[src/design/ttsch_pkg.sv]
// Package for the tick task scheduler: command and status codes, the command
// item type and default sizes. No dependencies.
package ttsch_pkg;

    localparam int SLOT_COUNT_DEF = 8;
    localparam int MAX_FIRE       = 8;
    localparam logic [15:0] WRAP_RESET = 16'd40000;

    // Input modes
    localparam logic [1:0] MODE_START  = 2'd0;
    localparam logic [1:0] MODE_STOP   = 2'd1;
    localparam logic [1:0] MODE_TICK   = 2'd2;
    localparam logic [1:0] MODE_UNUSED = 2'd3;

    // Result status codes
    typedef logic [2:0] t_status;
    localparam t_status ST_OK          = 3'd0;
    localparam t_status ST_NOT_STARTED = 3'd1;
    localparam t_status ST_NO_TASKS    = 3'd2;
    localparam t_status ST_INVALID     = 3'd3;
    localparam t_status ST_DUPLICATE   = 3'd4;
    localparam t_status ST_SLOT_USED   = 3'd5;
    localparam t_status ST_NOT_FOUND   = 3'd6;

    typedef enum logic [1:0] {
        OP_START = 2'd0,
        OP_STOP  = 2'd1,
        OP_TICK  = 2'd2,
        OP_BAD   = 2'd3
    } t_op;

    // Classified command passed from the front to the back
    typedef struct packed {
        t_op         op;
        logic [7:0]  id;
        logic [2:0]  slot;
        logic [15:0] period;
        logic        periodic;
    } t_cmd;

endpackage

[src/design/ttsch_front.sv]
// Front of the tick task scheduler: accepts input items and classifies them
// into commands. Depends on ttsch_pkg.
module ttsch_front #(
    parameter int SLOT_COUNT = ttsch_pkg::SLOT_COUNT_DEF
) (
    input  logic              i_s_tvalid,
    output logic              o_s_tready,
    input  logic [31:0]       i_s_tdata,
    input  logic [1:0]        i_s_tuser,
    input  logic              i_q_full,
    output logic              o_push,
    output ttsch_pkg::t_cmd   o_cmd
);
    import ttsch_pkg::*;

    logic [7:0] w_id;
    logic [2:0] w_slot;
    logic       w_slot_ok;

    assign w_id      = i_s_tdata[7:0];
    assign w_slot    = i_s_tdata[10:8];
    assign w_slot_ok = 32'(w_slot) < SLOT_COUNT;

    assign o_s_tready = !i_q_full;
    assign o_push     = i_s_tvalid && !i_q_full;

    // Decode mode and catch bad parameters up front
    always_comb begin
        o_cmd.id       = w_id;
        o_cmd.slot     = w_slot;
        o_cmd.period   = i_s_tdata[26:11];
        o_cmd.periodic = i_s_tdata[27];
        case (i_s_tuser)
            MODE_START: o_cmd.op = (w_id == 8'd0 || !w_slot_ok) ? OP_BAD : OP_START;
            MODE_STOP:  o_cmd.op = (w_id == 8'd0) ? OP_BAD : OP_STOP;
            MODE_TICK:  o_cmd.op = OP_TICK;
            default:    o_cmd.op = OP_BAD;
        endcase
    end

endmodule

[src/design/ttsch_queue.sv]
// Two-entry command queue between front and back of the scheduler.
// Depends on ttsch_pkg.
module ttsch_queue (
    input  logic            i_clk,
    input  logic            i_rst_n,
    input  logic            i_push,
    input  ttsch_pkg::t_cmd i_cmd,
    output logic            o_full,
    input  logic            i_pop,
    output logic            o_valid,
    output ttsch_pkg::t_cmd o_cmd
);
    import ttsch_pkg::*;

    t_cmd       r_q [2];
    logic       r_wp;
    logic       r_rp;
    logic [1:0] r_cnt;

    assign o_full  = (r_cnt == 2'd2);
    assign o_valid = (r_cnt != 2'd0);
    assign o_cmd   = r_q[r_rp];

    // Store entries
    always_ff @(posedge i_clk) begin
        if (i_push) begin
            r_q[r_wp] <= i_cmd;
        end
    end

    // Advance pointers and fill count
    always_ff @(posedge i_clk) begin
        if (!i_rst_n) begin
            r_wp  <= 1'b0;
            r_rp  <= 1'b0;
            r_cnt <= 2'd0;
        end else begin
            if (i_push) begin
                r_wp <= !r_wp;
            end
            if (i_pop) begin
                r_rp <= !r_rp;
            end
            r_cnt <= r_cnt + 2'(i_push) - 2'(i_pop);
        end
    end

endmodule

[src/design/ttsch_rem.sv]
// Shared remainder unit: restoring division, one quotient bit per cycle.
// No dependencies.
module ttsch_rem (
    input  logic        i_clk,
    input  logic        i_rst_n,
    input  logic        i_start,
    input  logic [15:0] i_dividend,
    input  logic [15:0] i_divisor,
    output logic        o_busy,
    output logic [15:0] o_rem
);
    logic [15:0] r_dvd;
    logic [15:0] r_dvs;
    logic [16:0] r_rem;
    logic [4:0]  r_cnt;
    logic [16:0] w_shift;

    assign w_shift = {r_rem[15:0], r_dvd[15]};
    assign o_busy  = (r_cnt != 5'd0);
    assign o_rem   = r_rem[15:0];

    // Step count
    always_ff @(posedge i_clk) begin
        if (!i_rst_n) begin
            r_cnt <= 5'd0;
        end else if (i_start) begin
            r_cnt <= 5'd16;
        end else if (o_busy) begin
            r_cnt <= r_cnt - 5'd1;
        end
    end

    // Shift and subtract
    always_ff @(posedge i_clk) begin
        if (i_start) begin
            r_dvd <= i_dividend;
            r_dvs <= i_divisor;
            r_rem <= 17'd0;
        end else if (o_busy) begin
            r_dvd <= {r_dvd[14:0], 1'b0};
            if (w_shift >= {1'b0, r_dvs}) begin
                r_rem <= w_shift - {1'b0, r_dvs};
            end else begin
                r_rem <= w_shift;
            end
        end
    end

endmodule

[src/design/ttsch_back.sv]
// Back of the tick task scheduler: slot table, slot scans, tick counter and
// result register. Depends on ttsch_pkg and ttsch_rem.
module ttsch_back #(
    parameter int SLOT_COUNT = ttsch_pkg::SLOT_COUNT_DEF
) (
    input  logic            i_clk,
    input  logic            i_rst_n,
    input  logic            i_cfg_wr_en,
    input  logic [15:0]     i_cfg_wr_data,
    input  logic            i_cmd_valid,
    input  ttsch_pkg::t_cmd i_cmd,
    output logic            o_pop,
    output logic            o_m_tvalid,
    input  logic            i_m_tready,
    output logic [15:0]     o_m_tdata,
    output logic            o_m_tlast,
    output logic            o_m_tuser
);
    import ttsch_pkg::*;

    localparam int IW = (SLOT_COUNT > 1) ? $clog2(SLOT_COUNT) : 1;
    localparam logic [IW-1:0] LAST_IDX = IW'(SLOT_COUNT - 1);

    typedef enum logic [3:0] {
        S_IDLE = 4'b0001,
        S_SCAN = 4'b0010,
        S_DIV  = 4'b0100,
        S_END  = 4'b1000
    } t_state;

    t_state r_state, n_state;

    logic [7:0]  r_id   [SLOT_COUNT];
    logic [15:0] r_per  [SLOT_COUNT];
    logic        r_perd [SLOT_COUNT];
    logic        r_done [SLOT_COUNT];

    logic [15:0] r_count;
    logic        r_started;
    logic [15:0] r_wrap;
    t_cmd        r_cmd;
    logic [IW-1:0] r_idx;
    logic [3:0]  r_nfire;
    logic        r_any;
    logic        r_dup;
    logic        r_used;
    logic        r_found;
    logic        r_pend_v;
    logic [2:0]  r_pend_slot;
    logic [7:0]  r_pend_id;

    logic        r_ovalid;
    t_status     r_ostatus;
    logic        r_ofired;
    logic [2:0]  r_oslot;
    logic [7:0]  r_oid;
    logic        r_olast;

    logic        w_out_free;
    logic        w_active;
    logic        w_match;
    logic        w_last_idx;
    logic        w_div_start;
    logic        w_div_busy;
    logic [15:0] w_rem;
    logic        w_fire;
    logic        w_report;
    logic        w_div_act;
    logic        w_end_act;
    logic [IW-1:0] w_slot_idx;
    t_status     w_start_st;

    logic        e_valid;
    t_status     e_status;
    logic        e_fired;
    logic [2:0]  e_slot;
    logic [7:0]  e_id;
    logic        e_last;

    assign w_out_free = !r_ovalid || i_m_tready;
    assign w_active   = (r_id[r_idx] != 8'd0) && !r_done[r_idx];
    assign w_match    = (r_id[r_idx] == r_cmd.id);
    assign w_last_idx = (r_idx == LAST_IDX);
    assign w_slot_idx = IW'(r_cmd.slot);
    assign w_fire     = (w_rem == 16'd0);
    assign w_report   = w_fire && (r_nfire < 4'(MAX_FIRE));
    assign w_div_act  = (r_state == S_DIV) && !w_div_busy
                        && !(w_report && r_pend_v && !w_out_free);
    assign w_end_act  = (r_state == S_END) && w_out_free;
    assign w_div_start = (r_state == S_SCAN) && (r_cmd.op == OP_TICK) && w_active
                         && (r_per[r_idx] != 16'd0);
    assign o_pop      = (r_state == S_IDLE) && i_cmd_valid;
    assign w_start_st = r_dup ? ST_DUPLICATE : (r_used ? ST_SLOT_USED : ST_OK);

    ttsch_rem u_rem (
        .i_clk      (i_clk),
        .i_rst_n    (i_rst_n),
        .i_start    (w_div_start),
        .i_dividend (r_count),
        .i_divisor  (r_per[r_idx]),
        .o_busy     (w_div_busy),
        .o_rem      (w_rem)
    );

    // Next state
    always_comb begin
        n_state = r_state;
        case (r_state)
            S_IDLE: begin
                if (i_cmd_valid) begin
                    if (i_cmd.op == OP_BAD || (i_cmd.op == OP_TICK && !r_started)) begin
                        n_state = S_END;
                    end else begin
                        n_state = S_SCAN;
                    end
                end
            end
            S_SCAN: begin
                if (w_div_start) begin
                    n_state = S_DIV;
                end else if ((r_cmd.op == OP_STOP && w_match) || w_last_idx) begin
                    n_state = S_END;
                end
            end
            S_DIV: begin
                if (w_div_act) begin
                    n_state = w_last_idx ? S_END : S_SCAN;
                end
            end
            S_END: begin
                if (w_out_free) begin
                    n_state = S_IDLE;
                end
            end
            default: n_state = S_IDLE;
        endcase
    end

    // Result to load into the output register
    always_comb begin
        e_valid  = 1'b0;
        e_status = ST_OK;
        e_fired  = 1'b0;
        e_slot   = 3'd0;
        e_id     = 8'd0;
        e_last   = 1'b1;
        if (w_div_act && w_report && r_pend_v) begin
            e_valid = 1'b1;
            e_fired = 1'b1;
            e_slot  = r_pend_slot;
            e_id    = r_pend_id;
            e_last  = 1'b0;
        end else if (w_end_act) begin
            e_valid = 1'b1;
            case (r_cmd.op)
                OP_START: e_status = w_start_st;
                OP_STOP:  e_status = r_found ? ST_OK : ST_NOT_FOUND;
                OP_TICK: begin
                    if (!r_started) begin
                        e_status = ST_NOT_STARTED;
                    end else if (r_pend_v) begin
                        e_fired = 1'b1;
                        e_slot  = r_pend_slot;
                        e_id    = r_pend_id;
                    end else begin
                        e_status = r_any ? ST_OK : ST_NO_TASKS;
                    end
                end
                default: e_status = ST_INVALID;
            endcase
        end
    end

    // Control and slot table
    always_ff @(posedge i_clk) begin
        if (!i_rst_n) begin
            r_state   <= S_IDLE;
            r_count   <= 16'd0;
            r_started <= 1'b0;
            r_wrap    <= WRAP_RESET;
            r_ovalid  <= 1'b0;
            for (int i = 0; i < SLOT_COUNT; i++) begin
                r_id[i]   <= 8'd0;
                r_per[i]  <= 16'd0;
                r_perd[i] <= 1'b0;
                r_done[i] <= 1'b0;
            end
        end else begin
            r_state <= n_state;
            if (i_cfg_wr_en) begin
                r_wrap <= i_cfg_wr_data;
            end
            if (e_valid) begin
                r_ovalid <= 1'b1;
            end else if (i_m_tready) begin
                r_ovalid <= 1'b0;
            end
            // take a command
            if (o_pop) begin
                if (i_cmd.op == OP_START) begin
                    r_started <= 1'b1;
                end
                if (i_cmd.op == OP_TICK && r_started) begin
                    r_count <= r_count + 16'd1;
                end
            end
            // stop hit: make the task one-shot and done
            if (r_state == S_SCAN && r_cmd.op == OP_STOP && w_match) begin
                r_perd[r_idx] <= 1'b0;
                r_done[r_idx] <= 1'b1;
            end
            // one-shot task retires once it fires
            if (w_div_act && w_fire && !r_perd[r_idx]) begin
                r_done[r_idx] <= 1'b1;
            end
            if (w_end_act) begin
                if (r_cmd.op == OP_START && !r_dup && !r_used) begin
                    r_id[w_slot_idx]   <= r_cmd.id;
                    r_per[w_slot_idx]  <= r_cmd.period;
                    r_perd[w_slot_idx] <= r_cmd.periodic;
                    r_done[w_slot_idx] <= 1'b0;
                end
                if (r_cmd.op == OP_TICK && r_started && r_count >= r_wrap) begin
                    r_count <= 16'd0;
                end
            end
        end
    end

    // Scan working registers
    always_ff @(posedge i_clk) begin
        if (o_pop) begin
            r_cmd    <= i_cmd;
            r_idx    <= '0;
            r_nfire  <= 4'd0;
            r_any    <= 1'b0;
            r_dup    <= 1'b0;
            r_used   <= 1'b0;
            r_found  <= 1'b0;
            r_pend_v <= 1'b0;
        end
        if (r_state == S_SCAN) begin
            case (r_cmd.op)
                OP_START: begin
                    if (w_match) begin
                        r_dup <= 1'b1;
                    end
                    if (r_idx == w_slot_idx) begin
                        r_used <= (r_id[r_idx] != 8'd0) && !(!r_perd[r_idx] && r_done[r_idx]);
                    end
                end
                OP_STOP: begin
                    if (w_match) begin
                        r_found <= 1'b1;
                    end
                end
                OP_TICK: begin
                    if (w_active) begin
                        r_any <= 1'b1;
                    end
                end
                default: ;
            endcase
            if (!w_div_start && !w_last_idx) begin
                r_idx <= r_idx + 1'b1;
            end
        end
        if (w_div_act) begin
            if (w_report) begin
                r_pend_v    <= 1'b1;
                r_pend_slot <= 3'(r_idx);
                r_pend_id   <= r_id[r_idx];
                r_nfire     <= r_nfire + 4'd1;
            end
            if (!w_last_idx) begin
                r_idx <= r_idx + 1'b1;
            end
        end
    end

    // Output register payload
    always_ff @(posedge i_clk) begin
        if (e_valid) begin
            r_ostatus <= e_status;
            r_ofired  <= e_fired;
            r_oslot   <= e_slot;
            r_oid     <= e_id;
            r_olast   <= e_last;
        end
    end

    assign o_m_tvalid = r_ovalid;
    assign o_m_tdata  = {2'b00, r_oid, r_oslot, r_ostatus};
    assign o_m_tlast  = r_olast;
    assign o_m_tuser  = r_ofired;

endmodule

[src/design/tick_task_scheduler.sv]
// Tick task scheduler. Start, stop and tick items scan the slot table; a tick
// after start runs each active slot with a non-zero period through one shared
// 16-step remainder unit and passes over every other slot without a division.
// Results leave through an output register; a two-entry queue decouples input.
// Reset is synchronous, active low: slots empty, counter 0, wrap_limit 40000.
module tick_task_scheduler #(
    parameter int SLOT_COUNT = ttsch_pkg::SLOT_COUNT_DEF
) (
    input  logic        i_clk,
    input  logic        i_rst_n,
    input  logic        i_cfg_wr_en,
    input  logic [15:0] i_cfg_wr_data,
    input  logic        i_s_tvalid,
    output logic        o_s_tready,
    input  logic [31:0] i_s_tdata,  // task_id[7:0], slot[10:8], period[26:11], periodic[27]
    input  logic [1:0]  i_s_tuser,  // mode[1:0]
    output logic        o_m_tvalid,
    input  logic        i_m_tready,
    output logic [15:0] o_m_tdata,  // status[2:0], fired_slot[5:3], fired_id[13:6]
    output logic        o_m_tlast,  // last
    output logic        o_m_tuser   // fired
);
    import ttsch_pkg::*;

    t_cmd w_fcmd;
    t_cmd w_qcmd;
    logic w_push;
    logic w_full;
    logic w_qvalid;
    logic w_pop;

    ttsch_front #(.SLOT_COUNT(SLOT_COUNT)) u_front (
        .i_s_tvalid (i_s_tvalid),
        .o_s_tready (o_s_tready),
        .i_s_tdata  (i_s_tdata),
        .i_s_tuser  (i_s_tuser),
        .i_q_full   (w_full),
        .o_push     (w_push),
        .o_cmd      (w_fcmd)
    );

    ttsch_queue u_queue (
        .i_clk   (i_clk),
        .i_rst_n (i_rst_n),
        .i_push  (w_push),
        .i_cmd   (w_fcmd),
        .o_full  (w_full),
        .i_pop   (w_pop),
        .o_valid (w_qvalid),
        .o_cmd   (w_qcmd)
    );

    ttsch_back #(.SLOT_COUNT(SLOT_COUNT)) u_back (
        .i_clk         (i_clk),
        .i_rst_n       (i_rst_n),
        .i_cfg_wr_en   (i_cfg_wr_en),
        .i_cfg_wr_data (i_cfg_wr_data),
        .i_cmd_valid   (w_qvalid),
        .i_cmd         (w_qcmd),
        .o_pop         (w_pop),
        .o_m_tvalid    (o_m_tvalid),
        .i_m_tready    (i_m_tready),
        .o_m_tdata     (o_m_tdata),
        .o_m_tlast     (o_m_tlast),
        .o_m_tuser     (o_m_tuser)
    );

endmodule

[config.mk]
export PLATFORM = sky130hd
export DESIGN_NAME = tick_task_scheduler
export DESIGN_NICKNAME = d
export VERILOG_FILES = /design/src/design/ttsch_pkg.sv /design/src/design/ttsch_front.sv /design/src/design/ttsch_queue.sv /design/src/design/ttsch_rem.sv /design/src/design/ttsch_back.sv /design/src/design/tick_task_scheduler.sv
export SDC_FILE = /design/constraint.sdc
export NUM_CORES = 1
export LEC_CHECK = 0
export ABC_AREA = 1
export BUFFER_PORTS_ARGS = -buffer_cell sky130_fd_sc_hd__buf_2
export CELL_PAD_IN_SITES_DETAIL_PLACEMENT = 1
export CELL_PAD_IN_SITES_GLOBAL_PLACEMENT = 2
export CORE_MARGIN = 3
export CORE_UTILIZATION = 40
export DETAILED_ROUTE_END_ITERATION = 16
export PLACE_DENSITY = 0.81
export SETUP_SLACK_MARGIN = 0.05
export SYNTH_ARGS = -nofsm -noshare
export SYNTH_HDL_FRONTEND = slang
export SYNTH_HIERARCHICAL = 1
export SYNTH_SLANG_ARGS = --single-unit
[constraint.sdc]
create_clock -name i_clk -period 4.12 [get_ports i_clk]
set_clock_uncertainty 0.2 [all_clocks]
set_input_delay 0.412 -clock i_clk [delete_from_list [all_inputs] [get_ports i_clk]]
set_output_delay 0.412 -clock i_clk [all_outputs]
set_load 0.01 [all_outputs]
==> results list, run 1 <==
* Max-capacitance violation count: 0
- Slew headroom: 0.3448
- Synthesized cell area: between 20000 and 25000 sq um
* Largest net degree at the start of global routing: around 100
- Data arrives at the worst endpoint at ~4.0 ns.
- Of the total synthesized cell area, the portion taken by AND, OR, NAND and NOR gates is 0.2404.
* Starting density of the core: 0.4055
- Most frequent standard cell in the layout excluding fill and tap cells: sky130_fd_sc_hd__nand2_1
- Number of buffers and inverters on the critical path: 5
- The setup path with the least slack is of type flop to flop.
- Clock network latency to the later pin of the worst-skew pair: a little under 0.6 ns
- Count of flip-flops with a built-in enable after synthesis: around 340
- IR analysis of the VDD net gives a maximum drop of 0.3570 mV.
* FMAX: roughly 270 MHz
- In the layout the commonest cells are sky130_fd_sc_hd__nand2_1, sky130_fd_sc_hd__edfxtp_1, sky130_fd_sc_hd__nor2_1, sky130_fd_sc_hd__inv_1, sky130_fd_sc_hd__nand3_1.
- Of the synthesized area, sequential elements account for 0.5796.
* Total grt overflow: 0
- Buffers placed on the I/O ports in this run total 68.
* Clock tree root buffer cell: sky130_fd_sc_hd__clkbuf_16
- Ratio of final minimum period to clock period: 0.8928
* Maximum cell stage delay along the critical path: 0.48 ns
- Slew at the pin closest to its max-slew limit: 0.9762 ns
* Area after detailed placement: ~22000 sq um
- In the final layout, the share of cells above drive strength 1 is 0.1061.
- Clock tree synthesis found a total of 433 sinks.
- Once the clock tree was built, the setup fixing pass inserted 0 buffers.
* Crit-path cells: inv_2 -> buf_12 -> nand2_1 -> nand3_1 -> nand3_1 -> nand2_1 -> nand2_1 -> nor2_1 -> a21oi_2 -> nand2_2 -> inv_1 -> nor2_2 -> inv_1 -> buf_4 -> o21ai_0
* Outcome: complete, no violations
* Clock tree from TritonCTS: built
- Number of vias in the routed layout: 15.32k
- Each instance of the synthesized netlist takes up on average just over 9 sq um.
- By instance count, the cell type seen most on the critical path is sky130_fd_sc_hd__nand2_1.
- Pin placement for this block handled 75 I/O pins.
- The first global-routing pass estimated ~87 mm of wire.
- Measured along the x axis, the die boundary spans between 200 and 250 microns.
* Number of buffers between clock root and the deepest sink: 3
- STA puts the critical path data required time at 4.41 ns.
- The die covers 54880 sq um.
- In this run the static leakage power is 10.39 nW.
- Synth Area in Compound Gates: 0.04034
* Kind of cell adding the most delay to the critical path: simple AND/OR/NAND/NOR gates
- Post-Route WL: 54.63 mm
- The count of pins over their slew limit came to 0.
* Number of DRC violations after detailed-routing iteration 0: 763
- Residual DRC: 0
* Main combinational cell family by area after synthesis: simple AND/OR/NAND/NOR gates
* Fill cells: 5891
- Clock H-tree levels: 2
- Total routing usage reported by global routing: 0.2022
- Half-perimeter wire length after placement: around 35 mm
- Average detailed-routed wire length per instance: 17.71 microns
- Clock-pin slew was measured on the worst setup and hold paths at 0.06 ns.
- In this run, CTS created clock tree buffers numbering 49.
* Height of the die: 234.3 microns
* Count of warnings emitted by yosys: 6
* Vias in the first global route: 16.16k
- Setup repair after global routing missed its margin: false
- Of the total synthesized cell area, the portion taken by XOR and XNOR cells is 0.006723.
- Setup violations remaining at the end of the flow were counted as 0.
- The clock period could shrink to 3.678 ns.
- Critical Path Fanout Max: 102
- In the final timing run, aggregate negative setup slack is 0 ns.
- Post-synth ARST share: 0
- After synthesis, the netlist uses 58 different library cells.
* CP max stage cell: sky130_fd_sc_hd__nor2_2
* Floorplan Core Area: 51410 sq um
- Mux cell area share after synthesis: 0.02209
- Final GP Congestion: just under 0.8
- Register bit total from synthesis: around 430
* Adder and majority cell fraction of the synthesized area: 0.02497
* Via/cell ratio: 4.968
- Number of routed nets with antenna violations: 0
* First-pass detailed-route iteration total: 5
- Post-route cell area: 23700 sq um
* Type of the worst min-delay path: primary input to flop
- Count of standard-cell rows: 83
- Dividing total power by cell area gives a power density of 581.8 nW/um^2.
- Critical path launch point type: flop
* Layout Area Growth over Synthesis: 13.72%
* Initial antenna violation count: 0
* Dominant register cell in the synthesized netlist: sky130_fd_sc_hd__edfxtp_1
- After the last flow step, the layout net total stands at 2460.
* Number of instances in the synthesized netlist: 2265
- The worst setup path is captured at a flop.
* Final number of hold-violating endpoints: 0
[logic make-up (layout without fill, tap and decap cells)]
| group | count (synthesis) | after routing |
|---|---|---|
| compound gates | 152 | 152 |
| mux | 31 | 31 |
| other cells | 1 | 3 |
| xor+xnor | 16 | 16 |
| fa+ha+maj | 41 | 41 |
| buf+inv | 401 | 538 |
| simple gates | 1190 | 1190 |
| flops | 433 | 433 |
[per-layer routing]
metal / routed length [microns] / track usage / vias to the layer above
met3: 1913 / 0.02721 / 80
li1: - / - / 7503
met1: 23770 / 0.2512 / 7544
met5: 0 / 0 / -
met4: 1112 / 0.05471 / 0
met2: 27830 / 0.3683 / 194
[cell usage after synthesis (2+ instances only)]
master / n / area share
sky130_fd_sc_hd__mux2_4: 30 / 0.022
sky130_fd_sc_hd__buf_2: 31 / 0.0074
sky130_fd_sc_hd__nand2_4: 3 / 0.0016
sky130_fd_sc_hd__nor2_2: 5 / 0.0015
sky130_fd_sc_hd__or2_2: 2 / 0.00060
sky130_fd_sc_hd__nor3_1: 24 / 0.0058
sky130_fd_sc_hd__nor3b_1: 2 / 0.00072
sky130_fd_sc_hd__xnor2_1: 8 / 0.0034
sky130_fd_sc_hd__nand3_2: 10 / 0.0048
sky130_fd_sc_hd__nand4_1: 13 / 0.0039
sky130_fd_sc_hd__nand3b_1: 7 / 0.0025
sky130_fd_sc_hd__or2_0: 2 / 0.00060
sky130_fd_sc_hd__o21bai_1: 2 / 0.00072
sky130_fd_sc_hd__a21oi_2: 4 / 0.0017
sky130_fd_sc_hd__and2_1: 3 / 0.00090
sky130_fd_sc_hd__a211oi_1: 5 / 0.0018
sky130_fd_sc_hd__dfxtp_1: 92 / 0.088
sky130_fd_sc_hd__nor4_1: 4 / 0.0012
sky130_fd_sc_hd__buf_1: 5 / 0.00090
sky130_fd_sc_hd__nand2_1: 621 / 0.11
sky130_fd_sc_hd__o21ai_0: 53 / 0.013
sky130_fd_sc_hd__a21oi_1: 47 / 0.011
sky130_fd_sc_hd__nor2_4: 5 / 0.0027
sky130_fd_sc_hd__nand3_1: 148 / 0.036
sky130_fd_sc_hd__inv_2: 10 / 0.0018
sky130_fd_sc_hd__inv_1: 273 / 0.049
sky130_fd_sc_hd__clkbuf_1: 23 / 0.0041
sky130_fd_sc_hd__nor3_2: 2 / 0.00096
sky130_fd_sc_hd__nand2_2: 14 / 0.0042
sky130_fd_sc_hd__buf_4: 36 / 0.013
sky130_fd_sc_hd__xor2_1: 8 / 0.0034
sky130_fd_sc_hd__nor2_1: 321 / 0.058
sky130_fd_sc_hd__o22ai_1: 3 / 0.00090
sky130_fd_sc_hd__clkinv_1: 10 / 0.0018
sky130_fd_sc_hd__buf_6: 12 / 0.0065
sky130_fd_sc_hd__o21ai_1: 26 / 0.0062
sky130_fd_sc_hd__ha_1: 40 / 0.024
sky130_fd_sc_hd__edfxtp_1: 341 / 0.49
[path summary, 6_finish.rpt]
check,start,to,slack (ns),cells after the start
max,u_back/r_idx[0],u_back/u_rem/r_rem[3],0.44,15
min,i_m_tready,u_back/o_m_tvalid,0.05,4
max reg2reg,u_back/r_idx[0],u_back/u_rem/r_rem[3],0.44,15
min reg2reg,u_back/u_rem/r_cnt[0],u_back/u_rem/r_cnt[0],0.26,2
[power by group]
group,internal [mW],total [mW],switching (mW)
Combinational,1.32,4.06,2.74
Sequential,5.42,5.75,0.330
Clock,2.22,3.98,1.76
Total,8.96,13.8,4.83
[registers in the layout, summed over array words and instances (netlist names), 16 cells and up, named ones only]
signal	count
u_back/r_id	64
u_queue/r_q	60
u_back/r_wrap	16
u_back/r_per	128
u_back/u_rem/r_dvs	16
u_back/r_count	16
u_back/r_cmd	27
u_back/u_rem/r_dvd	16
u_back/u_rem/r_rem	16
[area by class of cell]
cell class	instances	area (sq um)	share of cell area
Sequential cell	433	12090	0.5099
Multi-Input combinational cell	1432	6983	0.2946
Clock buffer	62	1295	0.05463
Timing Repair Buffer	155	1229	0.05183
Inverter	293	1100	0.04640
Tap cell	680	850.8	0.03589
Clock inverter	28	156.4	0.006598
Antenna cell	1	2.502	0.0001056
[repair_timing]
item	4_1_cts	5_1_grt
hold buffers	54	0
endpoints found under the hold margin	76	0
setup endpoints to repair	0	0
gates resized for setup	0	0
[worst reg2reg max path, stage by stage, from the launching register on]
cell	delay, ns
sky130_fd_sc_hd__dfxtp_4	0.44
sky130_fd_sc_hd__inv_2	0.11
sky130_fd_sc_hd__buf_12	0.38
sky130_fd_sc_hd__nand2_1	0.21
sky130_fd_sc_hd__nand3_1	0.10
sky130_fd_sc_hd__nand3_1	0.12
sky130_fd_sc_hd__nand2_1	0.23
sky130_fd_sc_hd__nand2_1	0.10
sky130_fd_sc_hd__nor2_1	0.33
sky130_fd_sc_hd__a21oi_2	0.14
sky130_fd_sc_hd__nand2_2	0.13
sky130_fd_sc_hd__inv_1	0.11
sky130_fd_sc_hd__nor2_2	0.48
sky130_fd_sc_hd__inv_1	0.09
sky130_fd_sc_hd__buf_4	0.25
sky130_fd_sc_hd__o21ai_0	0.19
[through the flow]
stage / worst slack [ns] / util / hold slack (ns) / power [mW] / cells
after floorplan: 0.9169 / - / 0.2289 / 8.760 / 2266
after global placement: 0.4813 / 0.4223 / 0.2459 / 9.738 / 2939
after detailed placement: 0.4143 / 0.4223 / 0.2564 / 9.907 / 2939
after CTS: 0.3921 / 0.4611 / 0.02363 / 14.00 / 3083
after global routing: 0.1226 / 0.4611 / 0.06524 / 14.75 / 3083
final: 0.4417 / 0.4611 / 0.05102 / 13.79 / 3084
Note: power is estimated with default switching activity, not from simulation.
==> run 2, diff against run 1 <==
- CELL_PAD_IN_SITES_DETAIL_PLACEMENT: 1 -> unset
- CELL_PAD_IN_SITES_GLOBAL_PLACEMENT: 2 -> unset
- CORE_UTILIZATION: 40 -> 62
- SLEW_MARGIN: unset -> 20
==> run 2 against run 1 <==
Largest cell class unchanged. Setup slack improved by 0.076 ns. Clock-buffer cell count decreased by 10. Register-to-register slack improved by 0.08 ns. Sequential power about the same. Hold slack got worse by 0.022 ns. Combinational power decreased by 4%.
==> results list, run 2 (synthesized netlist as in run 1, its figures left out) <==
* CP max stage cell: sky130_fd_sc_hd__dfxtp_2
* Clock H-tree levels: 2 (unchanged)
- Crit-path cells: inv_2 -> buf_4 -> o21ai_0 -> o21ai_1 -> nand2_1 -> nand2_1 -> nor2_1 -> nand2_1 -> nor2_1 -> nand2_1 -> nand2_2 -> inv_1 -> buf_4 -> clkinv_1 -> nand2_1 -> nand2_1
- The clock input transition at the sequential cells of the worst setup and hold paths was 0.06 ns (about the same).
* First-pass detailed-route iteration total: 5 (unchanged)
- Max-capacitance violation count: 0 (unchanged)
- Most frequent CP cell: sky130_fd_sc_hd__nand2_1
- Setup repair after global routing left no endpoint under its margin.
* Clock buffers created by TritonCTS: 44 (-10%)
- The number of antenna repair diodes was 0 (-1).
- The detailed-route wire length is 47.07 mm (-14%).
* Reported leakage power: 10.39 nW (about the same)
* Post-cts hold buffer count: 46 (-15%)
- Average detailed-routed wire length per instance: 16.64 microns (-6.1%)
* Layout Area Growth over Synthesis: 12.04%
- The placer congestion estimate was 0.8724 (+14%).
- Fraction of final layout cells with drive strength greater than 1: 0.1127 (+0.006624)
- Outcome: complete, no violations
- Critical path launch point type: flop
* Number of vias in the routed layout: 15.67k (+2.3%)
- The pin count of the biggest net entering global routing was 103 (unchanged).
- Post-Place Worst Slack: 0.6335 ns (+0.2192 ns)
- Shortest clock period the worst path allows after layout: 3.602 ns (-0.07643 ns)
* Most frequent standard cell in the layout excluding fill and tap cells: sky130_fd_sc_hd__nand2_1
- The height of the die is 189.4 microns (-19%).
- Count of standard-cell rows: 66 (-20%)
- The final-layout setup total negative slack is 0 ns (unchanged).
- The die area is 35860 sq um (-35%).
* Initial antenna violation count: 0 (unchanged)
- The longest individual stage delay on the worst path is 0.46 ns (-0.02 ns).
- Clock tree from TritonCTS: built
* Reg with most FFs: u_back/r_per
- Power Density: 591.0 nW/um^2 (+1.6%)
- The residual antenna-violating net count after detailed routing is 0 (unchanged).
* Final core area utilization: 0.7105 (+0.2494)
- Worst-case vdd ir drop: 0.6281 mV (+76%)
- I/O pin cnt: 75 (unchanged)
- Final setup vio count: 0 (unchanged)
- The flip-flop count of the largest register after layout came to 128 (unchanged).
- Starting density of the core: 0.6342 (+0.2287)
- Slew headroom: 0.3897 (+0.04491)
* Clock network latency to the later pin of the worst-skew pair: 0.56 ns (-0.03 ns)
- The highest net fanout along the worst path is 27 (-74%).
* Residual DRC: 0 (unchanged)
- The actual transition at the worst max-transition pin came to 0.9144 ns (-0.06182 ns).
* Final number of hold-violating endpoints: 0 (unchanged)
* Floorplan Core Area: 32870 sq um (-36%)
- Top library cells by usage in the layout, fill and taps aside: sky130_fd_sc_hd__nand2_1, sky130_fd_sc_hd__edfxtp_1, sky130_fd_sc_hd__nor2_1, sky130_fd_sc_hd__inv_1, sky130_fd_sc_hd__nand3_1
- Half-perimeter wire length after placement: 28.48 mm (-18%)
* Number of clock sinks seen by CTS: 433 (unchanged)
- The number of global-route vias before repair came to 15.55k (-3.8%).
- Registers with the highest flip-flop counts: u_back/r_per: 128 flops, u_back/r_id: 64 flops, u_queue/r_q: 60 flops
- The number of gates given a new drive strength after cts came to 0 (unchanged).
* Arrival @ worst endpoint: 3.69 ns (-0.28 ns)
* Total grt overflow: 0 (unchanged)
- Ratio of final minimum period to clock period: 0.8743 (-0.01855)
- Final worst slack: 0.5181 ns (+0.07643 ns)
- Number of buffers between clock root and the deepest sink: 3 (unchanged)
- The count of pins over their slew limit was 0 (unchanged).
- In this run the worst hold path is classified as primary input to flop.
- Input/output buffers: 68 (unchanged)
- Number of DRC violations after detailed-routing iteration 0: 1639 (+110%)
- Number of buffers inserted by post-CTS setup repair: 0 (unchanged)
- Worst Path Class, Setup: flop to flop
- Kind of end point of the critical path: flop
- The via-per-instance ratio was 5.540 (+12%).
- The placed instance count was 2701 (-8.1%).
- The endpoint required time on the critical path came to 4.21 ns (-0.20 ns).
- Fill cells: 2307 (-61%)
* Total routing usage reported by global routing: 0.2616 (+0.05937)
* FMAX: 277.6 MHz (+2.1%)
- The wire length of the first global-routing pass was 75.78 mm (-12%).
* Final standard cell count with taps included and fillers excluded: 2828 (-8.3%)
* Die extent in x: 189.4 microns (-19%)
* Clock tree root buffer cell: sky130_fd_sc_hd__clkbuf_16
* Number of nets at the end of the flow: 2447 (-0.53%)
[run 2: metrics by stage]
step	hold slack, ns	power, mW	area, sq um
2_1_floorplan	0.2289	8.760	20850
3_3_place_gp	0.2461	9.439	21360
3_5_place_dp	0.2525	9.623	21360
4_1_cts	0.02034	13.82	23350
5_1_grt	0.07265	14.56	23350
6_report	0.02934	13.80	23350
[run 2: worst paths after layout]
path,startpoint,to,slack [ns],cells past startpoint
setup / recovery,u_back/r_idx[1],u_back/u_rem/r_dvd[11],0.52,16
hold / removal,i_cfg_wr_en,u_back/r_wrap[11],0.03,2
setup reg to reg,u_back/r_idx[1],u_back/u_rem/r_dvd[11],0.52,16
hold reg to reg,u_back/r_nfire[3],u_back/r_nfire[3],0.26,2
[run 2: final cells by class]
type	count	area, sq um	share of cell area
repair buffers	147	1099	0.04704
flip-flops and latches	433	12090	0.5176
clock buffers	52	1194	0.05111
well taps	442	553.0	0.02368
inverters	293	1100	0.04710
multi-input cells	1432	6983	0.2990
clock inverters	29	336.6	0.01441
[run 2: layer usage]
layer  up-vias  share of wire  track usage
li1       7468              -            -
met1      7303           0.38       0.3271
met2       733           0.50       0.4544
met3       163          0.086      0.03999
met4         0          0.037       0.1137
met5         -              0            0
[run 2: critical path: cells and delay by family (launching register included)]
family | cells | cell delay [ns]
AOI/OAI and AO/OA | 2 | 0.30
buffers and inverters | 5 | 1.48
DFF | 1 | 0.46
and+or+nand+nor | 9 | 0.87
[run 2: power by group]
| group | switching [mW] | leakage, nW | internal (mW) |
|---|---|---|---|
| Sequential | 0.328 | 4.14 | 5.42 |
| Combinational | 2.61 | 5.51 | 1.31 |
| Clock | 1.67 | 0.745 | 2.46 |
